File: src/rtl/core/jsu_pkg.sv
// Shared types, codes and helper functions for the JSON string unescape block.
package jsu_pkg;

	typedef struct packed {
		logic [7:0] data_byte;
		logic       start_req;
		logic       source_end;
	} in_word_t;

	typedef struct packed {
		logic [7:0] out_byte;
		logic [1:0] kind;
		logic [3:0] error_code;
		logic       last;
	} out_word_t;

	localparam int MaxResults = 4;

	// results of one input word, item 0 goes out first
	typedef struct packed {
		logic [2:0]                      cnt;
		out_word_t [MaxResults-1:0]      item;
	} res_t;

	typedef enum logic [2:0] {
		PH_IDLE,
		PH_BODY,
		PH_ESC,
		PH_HEX1,
		PH_LOWBS,
		PH_LOWU,
		PH_HEX2
	} phase_t;

	localparam logic [1:0] KIND_DATA  = 2'd0;
	localparam logic [1:0] KIND_CLOSE = 2'd1;
	localparam logic [1:0] KIND_ERROR = 2'd2;

	localparam logic [3:0] ERR_NONE         = 4'd0;
	localparam logic [3:0] ERR_CONTROL      = 4'd1;
	localparam logic [3:0] ERR_TRUNC_ESC    = 4'd2;
	localparam logic [3:0] ERR_BAD_ESC      = 4'd3;
	localparam logic [3:0] ERR_TRUNC_UNI    = 4'd4;
	localparam logic [3:0] ERR_BAD_HEX      = 4'd5;
	localparam logic [3:0] ERR_MISSING_LOW  = 4'd6;
	localparam logic [3:0] ERR_BAD_LOW      = 4'd7;
	localparam logic [3:0] ERR_STRAY_LOW    = 4'd8;
	localparam logic [3:0] ERR_UNTERMINATED = 4'd9;

	localparam logic [7:0] CH_QUOTE = 8'h22;
	localparam logic [7:0] CH_BSL   = 8'h5c;
	localparam logic [7:0] CH_SLASH = 8'h2f;
	localparam logic [7:0] CH_B     = 8'h62;
	localparam logic [7:0] CH_F     = 8'h66;
	localparam logic [7:0] CH_N     = 8'h6e;
	localparam logic [7:0] CH_R     = 8'h72;
	localparam logic [7:0] CH_T     = 8'h74;
	localparam logic [7:0] CH_U     = 8'h75;
	localparam logic [7:0] CTRL_LIM = 8'h20;

	typedef struct packed {
		logic       ok;
		logic [3:0] val;
	} hex_t;

	typedef struct packed {
		logic [2:0]       cnt;
		logic [3:0][7:0]  b;
	} utf8_t;

	function automatic hex_t hex_value(input logic [7:0] c);
		hex_t r;
		r = '0;
		if (c inside {[8'h30:8'h39]}) begin
			r.ok  = 1'b1;
			r.val = 4'(c - 8'h30);
		end else if (c inside {[8'h61:8'h66]}) begin
			r.ok  = 1'b1;
			r.val = 4'(c - 8'h57);
		end else if (c inside {[8'h41:8'h46]}) begin
			r.ok  = 1'b1;
			r.val = 4'(c - 8'h37);
		end
		return r;
	endfunction

	function automatic utf8_t utf8_encode(input logic [20:0] cp);
		utf8_t r;
		r = '0;
		if (cp <= 21'h7f) begin
			r.cnt  = 3'd1;
			r.b[0] = cp[7:0];
		end else if (cp <= 21'h7ff) begin
			r.cnt  = 3'd2;
			r.b[0] = 8'hc0 | {3'b000, cp[10:6]};
			r.b[1] = 8'h80 | {2'b00, cp[5:0]};
		end else if (cp <= 21'hffff) begin
			r.cnt  = 3'd3;
			r.b[0] = 8'he0 | {4'b0000, cp[15:12]};
			r.b[1] = 8'h80 | {2'b00, cp[11:6]};
			r.b[2] = 8'h80 | {2'b00, cp[5:0]};
		end else begin
			r.cnt  = 3'd4;
			r.b[0] = 8'hf0 | {5'b00000, cp[20:18]};
			r.b[1] = 8'h80 | {2'b00, cp[17:12]};
			r.b[2] = 8'h80 | {2'b00, cp[11:6]};
			r.b[3] = 8'h80 | {2'b00, cp[5:0]};
		end
		return r;
	endfunction

endpackage

File: src/rtl/core/json_string_unescape_utf8.sv
// Top level of the JSON string unescape to UTF-8 block.
//
//  channel | valid     | stall     | word
//  --------+-----------+-----------+-------------------------------------------
//  source  | src_valid | src_stall | src_data: data_byte, start_req, source_end
//  result  | dst_valid | dst_stall | dst_data: out_byte, kind, error_code, last
//
// Each source byte is decoded in the cycle it is taken; its results appear on
// dst the next cycle. A byte making N results (N up to 4, a long UTF-8 sequence)
// holds the source while the result register drains one word a cycle when dst does
// not stall; bytes with zero or one result flow at one per cycle unless dst stalls.
// Reset clears the parse state to idle and empties the result register.
module json_string_unescape_utf8 (
	input  logic               clk,
	input  logic               arst_n,
	input  logic               src_valid,
	output logic               src_stall,
	input  jsu_pkg::in_word_t  src_data,
	output logic               dst_valid,
	input  logic               dst_stall,
	output jsu_pkg::out_word_t dst_data
);

	logic          accept;
	jsu_pkg::res_t res;

	assign accept = src_valid && !src_stall;

	jsu_decode u_decode (
		.clk    (clk),
		.arst_n (arst_n),
		.accept (accept),
		.word   (src_data),
		.res    (res)
	);

	jsu_emit u_emit (
		.clk       (clk),
		.arst_n    (arst_n),
		.load      (accept),
		.res       (res),
		.busy      (src_stall),
		.dst_valid (dst_valid),
		.dst_stall (dst_stall),
		.dst_data  (dst_data)
	);

endmodule

File: src/rtl/core/jsu_decode.sv
// Escape decoder: parse state registers and the per-byte result builder.
module jsu_decode (
	input  logic              clk,
	input  logic              arst_n,
	input  logic              accept,
	input  jsu_pkg::in_word_t word,
	output jsu_pkg::res_t     res
);

	jsu_pkg::phase_t phase_q, ph, ph_d;
	logic [1:0]  dc_q, dc, dc_d;
	logic [15:0] cu_q, cu, cu_d;
	logic [9:0]  hs_q, hs, hs_d;

	logic        err_en;
	logic [3:0]  err_v;
	logic        close_en;
	logic        data_en;
	logic [7:0]  data_v;
	logic        cp_en;
	logic [20:0] cp;
	logic [10:0] plane;
	logic [7:0]  c;
	jsu_pkg::hex_t  hv;
	jsu_pkg::utf8_t u;

	assign c  = word.data_byte;
	assign hv = jsu_pkg::hex_value(c);
	assign u  = jsu_pkg::utf8_encode(cp);

	always_comb begin
		// start clears everything before the byte is looked at
		ph = word.start_req ? jsu_pkg::PH_BODY : phase_q;
		dc = word.start_req ? 2'd0 : dc_q;
		cu = word.start_req ? 16'h0000 : cu_q;
		hs = word.start_req ? 10'h000 : hs_q;

		ph_d = ph;
		dc_d = dc;
		cu_d = cu;
		hs_d = hs;
		err_en   = 1'b0;
		err_v    = jsu_pkg::ERR_NONE;
		close_en = 1'b0;
		data_en  = 1'b0;
		data_v   = 8'h00;
		cp_en    = 1'b0;
		cp       = '0;
		plane    = {1'b0, hs} + 11'd64;

		if (word.source_end) begin
			case (ph)
				jsu_pkg::PH_BODY: begin
					err_en = 1'b1;
					err_v  = jsu_pkg::ERR_UNTERMINATED;
				end
				jsu_pkg::PH_ESC: begin
					err_en = 1'b1;
					err_v  = jsu_pkg::ERR_TRUNC_ESC;
				end
				jsu_pkg::PH_HEX1: begin
					err_en = 1'b1;
					err_v  = jsu_pkg::ERR_TRUNC_UNI;
				end
				jsu_pkg::PH_LOWBS, jsu_pkg::PH_LOWU, jsu_pkg::PH_HEX2: begin
					err_en = 1'b1;
					err_v  = jsu_pkg::ERR_MISSING_LOW;
				end
				default: ph_d = jsu_pkg::PH_IDLE;
			endcase
		end else begin
			case (ph)
				jsu_pkg::PH_BODY: begin
					if (c == jsu_pkg::CH_QUOTE) begin
						ph_d     = jsu_pkg::PH_IDLE;
						close_en = 1'b1;
					end else if (c < jsu_pkg::CTRL_LIM) begin
						err_en = 1'b1;
						err_v  = jsu_pkg::ERR_CONTROL;
					end else if (c == jsu_pkg::CH_BSL) begin
						ph_d = jsu_pkg::PH_ESC;
					end else begin
						data_en = 1'b1;
						data_v  = c;
					end
				end
				jsu_pkg::PH_ESC: begin
					ph_d    = jsu_pkg::PH_BODY;
					data_en = 1'b1;
					case (c)
						jsu_pkg::CH_QUOTE: data_v = 8'h22;
						jsu_pkg::CH_BSL:   data_v = 8'h5c;
						jsu_pkg::CH_SLASH: data_v = 8'h2f;
						jsu_pkg::CH_B:     data_v = 8'h08;
						jsu_pkg::CH_F:     data_v = 8'h0c;
						jsu_pkg::CH_N:     data_v = 8'h0a;
						jsu_pkg::CH_R:     data_v = 8'h0d;
						jsu_pkg::CH_T:     data_v = 8'h09;
						jsu_pkg::CH_U: begin
							data_en = 1'b0;
							ph_d    = jsu_pkg::PH_HEX1;
							dc_d    = 2'd0;
							cu_d    = 16'h0000;
						end
						default: begin
							data_en = 1'b0;
							err_en  = 1'b1;
							err_v   = jsu_pkg::ERR_BAD_ESC;
						end
					endcase
				end
				jsu_pkg::PH_HEX1, jsu_pkg::PH_HEX2: begin
					if (!hv.ok) begin
						err_en = 1'b1;
						err_v  = jsu_pkg::ERR_BAD_HEX;
					end else begin
						cu_d = {cu[11:0], hv.val};
						if (dc != 2'd3) begin
							dc_d = dc + 2'd1;
						end else begin
							dc_d = 2'd0;
							if (ph == jsu_pkg::PH_HEX1) begin
								if (cu_d inside {[16'hd800:16'hdbff]}) begin
									hs_d = cu_d[9:0];
									ph_d = jsu_pkg::PH_LOWBS;
								end else if (cu_d inside {[16'hdc00:16'hdfff]}) begin
									err_en = 1'b1;
									err_v  = jsu_pkg::ERR_STRAY_LOW;
								end else begin
									ph_d  = jsu_pkg::PH_BODY;
									cp_en = 1'b1;
									cp    = {5'b00000, cu_d};
								end
							end else begin
								if (!(cu_d inside {[16'hdc00:16'hdfff]})) begin
									err_en = 1'b1;
									err_v  = jsu_pkg::ERR_BAD_LOW;
								end else begin
									// 0x10000 + (high << 10) + low offset
									ph_d  = jsu_pkg::PH_BODY;
									cp_en = 1'b1;
									cp    = {plane, cu_d[9:0]};
								end
							end
						end
					end
				end
				jsu_pkg::PH_LOWBS: begin
					if (c == jsu_pkg::CH_BSL) begin
						ph_d = jsu_pkg::PH_LOWU;
					end else begin
						err_en = 1'b1;
						err_v  = jsu_pkg::ERR_MISSING_LOW;
					end
				end
				jsu_pkg::PH_LOWU: begin
					if (c == jsu_pkg::CH_U) begin
						ph_d = jsu_pkg::PH_HEX2;
						dc_d = 2'd0;
						cu_d = 16'h0000;
					end else begin
						err_en = 1'b1;
						err_v  = jsu_pkg::ERR_MISSING_LOW;
					end
				end
				default: ph_d = jsu_pkg::PH_IDLE;
			endcase
		end

		if (err_en) begin
			ph_d = jsu_pkg::PH_IDLE;
		end
	end

	always_comb begin
		res = '0;
		if (err_en) begin
			res.cnt                = 3'd1;
			res.item[0].kind       = jsu_pkg::KIND_ERROR;
			res.item[0].error_code = err_v;
		end else if (close_en) begin
			res.cnt          = 3'd1;
			res.item[0].kind = jsu_pkg::KIND_CLOSE;
		end else if (data_en) begin
			res.cnt              = 3'd1;
			res.item[0].kind     = jsu_pkg::KIND_DATA;
			res.item[0].out_byte = data_v;
		end else if (cp_en) begin
			res.cnt = u.cnt;
			for (int i = 0; i < jsu_pkg::MaxResults; i++) begin
				res.item[i].kind     = jsu_pkg::KIND_DATA;
				res.item[i].out_byte = u.b[i];
			end
		end
		if (res.cnt != 3'd0) begin
			res.item[2'(res.cnt - 3'd1)].last = 1'b1;
		end
	end

	always_ff @(posedge clk or negedge arst_n) begin
		if (!arst_n) begin
			phase_q <= jsu_pkg::PH_IDLE;
			dc_q    <= 2'd0;
			cu_q    <= 16'h0000;
			hs_q    <= 10'h000;
		end else if (accept) begin
			phase_q <= ph_d;
			dc_q    <= dc_d;
			cu_q    <= cu_d;
			hs_q    <= hs_d;
		end
	end

endmodule

File: src/rtl/core/jsu_emit.sv
// Result register: holds up to four results of one byte and sends them one a cycle while dst does not stall.
module jsu_emit (
	input  logic               clk,
	input  logic               arst_n,
	input  logic               load,
	input  jsu_pkg::res_t      res,
	output logic               busy,
	output logic               dst_valid,
	input  logic               dst_stall,
	output jsu_pkg::out_word_t dst_data
);

	jsu_pkg::out_word_t [jsu_pkg::MaxResults-1:0] buf_q;
	logic [2:0] cnt_q;
	logic       take;

	assign dst_valid = (cnt_q != 3'd0);
	assign dst_data  = buf_q[0];
	assign take      = dst_valid && !dst_stall;
	// a new byte may come in when nothing is held or the last held word leaves this cycle
	assign busy      = (cnt_q > 3'd1) || ((cnt_q == 3'd1) && dst_stall);

	always_ff @(posedge clk or negedge arst_n) begin
		if (!arst_n) begin
			cnt_q <= 3'd0;
		end else if (load) begin
			cnt_q <= res.cnt;
		end else if (take) begin
			cnt_q <= cnt_q - 3'd1;
		end
	end

	always_ff @(posedge clk) begin
		if (load) begin
			buf_q <= res.item;
		end else if (take) begin
			for (int i = 0; i < jsu_pkg::MaxResults - 1; i++) begin
				buf_q[i] <= buf_q[i+1];
			end
		end
	end

endmodule

File: config.mk
export PLATFORM = sky130hd
export DESIGN_NAME = json_string_unescape_utf8
export DESIGN_NICKNAME = d
export VERILOG_FILES = /design/src/rtl/core/jsu_pkg.sv /design/src/rtl/core/json_string_unescape_utf8.sv /design/src/rtl/core/jsu_decode.sv /design/src/rtl/core/jsu_emit.sv
export SDC_FILE = /design/constraint.sdc
export NUM_CORES = 1
export LEC_CHECK = 0
export ABC_AREA = 1
export BUFFER_PORTS_ARGS = -buffer_cell sky130_fd_sc_hd__buf_2
export CAP_MARGIN = 25
export CORE_ASPECT_RATIO = 1.25
export CORE_UTILIZATION = 35
export DETAILED_ROUTE_END_ITERATION = 16
export PLACE_DENSITY = 0.48
export SLEW_MARGIN = 30
export SYNTH_ARGS = -nofsm -noshare
export SYNTH_HDL_FRONTEND = slang
export SYNTH_SLANG_ARGS = --single-unit
File: constraint.sdc
create_clock -name clk -period 3.87 [get_ports clk]
set_clock_uncertainty 0.2 [all_clocks]
set_input_delay 0.387 -clock clk [delete_from_list [all_inputs] [get_ports clk]]
set_output_delay 0.387 -clock clk [all_outputs]
set_load 0.03 [all_outputs]
==> results.md <==
* Die footprint at roughly 18000 µm²
* Root buffer cell: clkbuf_16
* Final-report max-slew violation count at 0
* Largest net degree at the start of global routing at 59
* Crit path launch type: input pin
* Post-synth top cells: nand2_1, nor2_1, nand3_1
* Critical Path Slowest Stage Cell: o21ai_0
* Global-route wire length before repair at 31600 µm
* First-pass DRT Iterations at 5
* Synth warn at 0
* Critical path class: in2reg
* Biggest cell delay along the critical path at about 0.34 ns
* PwrDens at roughly 550 nW/µm²
* Post-Synthesis Cell Area at roughly 6000 µm²
* Area delta synth->final at 9.49%
* DR WL/cell at around 17 µm
* Worst setup EP type: flop
* Core footprint at roughly 17000 µm²
* Biggest area consumer among synthesized cells: edfxtp_1
* Final net count at roughly 930
* DRT iter0 DRCs at between 500 and 600
* Vias in the first global route at between 5000 and 6000
* Final Worst Setup Slack at roughly 0.70 ns
* Vias at ~6000
* Top-count cell post-synth: nand2_1
* Pleak at around 2.9 nW
* Clock buffer depth at 2
* Avg Vias per Cell at between 5 and 6
* Top-area cell type share of the netlist area at 0.194
* Cell variety after synth at 47
* Port bufs at 30
* Die Width at roughly 120 µm
* Hold Vio Cnt, Final at 0
* Worst Max-Slew Pin Slew at ~0.81 ns
* Critical path arrival at slightly above 3 ns
* Ys flop type: edfxtp_1
* Final Core Density at 0.392
* Synthesized Nets at 925
* # clock sinks at between 60 and 70
* Core Rows at 53
* H-tree depth at 3
* Max Fclk at between 300 and 400 MHz
* Placed instance count at 1118
* Final std cells w/o fill at about 1100
* Final instance area at 6610 µm²
* Synth Register Bits at between 60 and 70
* Ratio of cells with drive above 1 in the final layout at 0.134
* Final period utilization at 0.818
* Clock Latency Late Sink at 0.35 ns
* Post-Synthesis Mean Instance Area at ~6.7 µm²
* Routability Congestion at 0.930
* Outcome: completed
* Number of flops mapped to enable cells by yosys at 39
* CTS clock-pin slew for the worst setup and hold paths at ~0.07 ns
* Most frequent CP cell: nand2_1
* ANT cells at 0
* Async SR Flop Fraction at 0.435
* Sequential fraction of the synthesis area at 0.318
* DP Wirelength at 14800 µm
* Crit-path max FO at 25
* CP Cell Sequence: buf_2 -> buf_4 -> nor2_2 -> nand2_1 -> inv_2 -> nand2_4 -> o21ai_0 -> nand3_1 -> nor2_1 -> nand3_1 -> nand2_1 -> nor2_4 -> nand3_2 -> nand2_1 -> nand2_1 -> nand2_1 -> nand2_1 -> nand2_1 -> nand2_1 -> nand2_1
* Worst IR Drop VDD at roughly 0.00025 V
* GR Overflow Total at 0
* CTS buffer count at 9
* Synth area leaders: edfxtp_1, nand2_1, dfrtp_1
* Drt drc at 0
* Antenna viol nets, final at 0
* Critical Path RT at about 3.8 ns
* Instance area at placement at approximately 6300 µm²
* Die Height at around 150 µm
* Post-CTS sizing at 0
* Fin Setup TNS at 0 ns
* Initial antenna violation count at 0
* Filler cells at 1876
* Max Cap Viol at 0
* Slew headroom at 0.455
* Pre-CTS setup slack at around 0.34 ns
* Final min period at roughly 3.2 ns
* Post-synthesis cell count at approximately 900
* RSZ-0062 raised after global routing: false
* Final WL at between 15000 and 20000 µm
* TritonCTS clock tree: yes
* Hold WC Path Type: in2reg
* Initial Util at 0.358
* Final setup viols at 0
* Gr usage total at 0.229
* Ports at 31
[registers in the layout, indices dropped and copies added, names as in the netlist]
name              count
u_emit.buf_q         24
u_emit.dst_data      15
u_decode.cu_q        12
u_decode.hs_q        10
u_decode.phase_q      3
u_emit.cnt_q          3
u_decode.dc_q         2
[power by group]
part / internal (W) / switching [W] / leakage (nW)
Clock: 0.000507 / 0.000360 / 0.147
Combinational: 0.000433 / 0.00106 / 2.03
Sequential: 0.00114 / 0.000121 / 0.757
Total: 0.00208 / 0.00155 / 2.94
[path summary, 6_finish.rpt]
kind / start / to / slack [ns] / depth (start not counted)
setup / recovery: src_data[1] / u_emit.dst_data[8] / 0.70 / 20
hold / removal: dst_stall / u_emit.cnt_q[0] / 0.22 / 4
setup reg to reg: u_decode.phase_q[0] / u_emit.dst_data[11] / 0.73 / 15
hold reg to reg: u_decode.dc_q[1] / u_decode.dc_q[1] / 0.31 / 2
max in group asynchronous: arst_n / u_decode.hs_q[6] / 2.57 / 2
min in group asynchronous: arst_n / u_decode.cu_q[3] / 0.43 / 2
[metal layers]
layer	vias up	part of all wire	GRT usage
met5	-	0	0
met4	0	0.025	0.0813
met3	37	0.036	0.0356
met2	144	0.50	0.397
met1	2755	0.44	0.286
li1	3027	-	-
[metrics by stage]
stage | total power, W | hold WS, ns
final | 0.00362 | 0.219
after global routing | 0.00388 | 0.250
after CTS | 0.00366 | 0.213
after detailed placement | 0.00277 | 0.294
after global placement | 0.00278 | 0.290
after floorplan | 0.00241 | -0.109
[layout make-up]
| type | instances | area (µm²) | area share |
|---|---|---|---|
| tap | 220 | 275 | 0.0417 |
| timing repair buffer | 50 | 303 | 0.0458 |
| multi-input combinational | 677 | 3410 | 0.516 |
| inverter | 103 | 389 | 0.0589 |
| clock buffer | 9 | 225 | 0.0341 |
| sequential | 69 | 1920 | 0.291 |
| clock inverter | 7 | 81.3 | 0.0123 |
[cell families (layout without fill, tap and decap cells)]
group | count (synthesis) | count (layout) | synth area share
AO/OA/AOI/OAI | 176 | 176 | 0.166
XOR/XNOR | 5 | 5 | 0.00726
adder cells (fa/ha/maj) | 9 | 9 | 0.0187
buffers and inverters | 156 | 169 | 0.116
flip-flops | 69 | 69 | 0.318
AND/OR/NAND/NOR | 487 | 487 | 0.374
[critical path, delay by kind of cell]
family | cells | cell delay [ns]
AND/OR/NAND/NOR | 16 | 1.78
buffers and inverters | 3 | 0.54
AO/OA/AOI/OAI | 1 | 0.34
[placed cells by master (no fill, tap or decap), types with 15 or more instances in the layout]
master and count:
nand4_1 26, a21oi_1 31, dfrtp_1 30, o21ai_1 20, edfxtp_1 39, o211ai_1 16, nand3_1 85, buf_2 30
o21ai_0 79, inv_1 84, nor2_1 97, nand2_1 224, buf_4 19, inv_2 15
[repair_timing]
action / CTS / global route
hold buffers: 1 / 0
buffers inserted: 0 / 0
hold endpoints to repair: 30 / 0
Power figures use the tool's default switching activity.
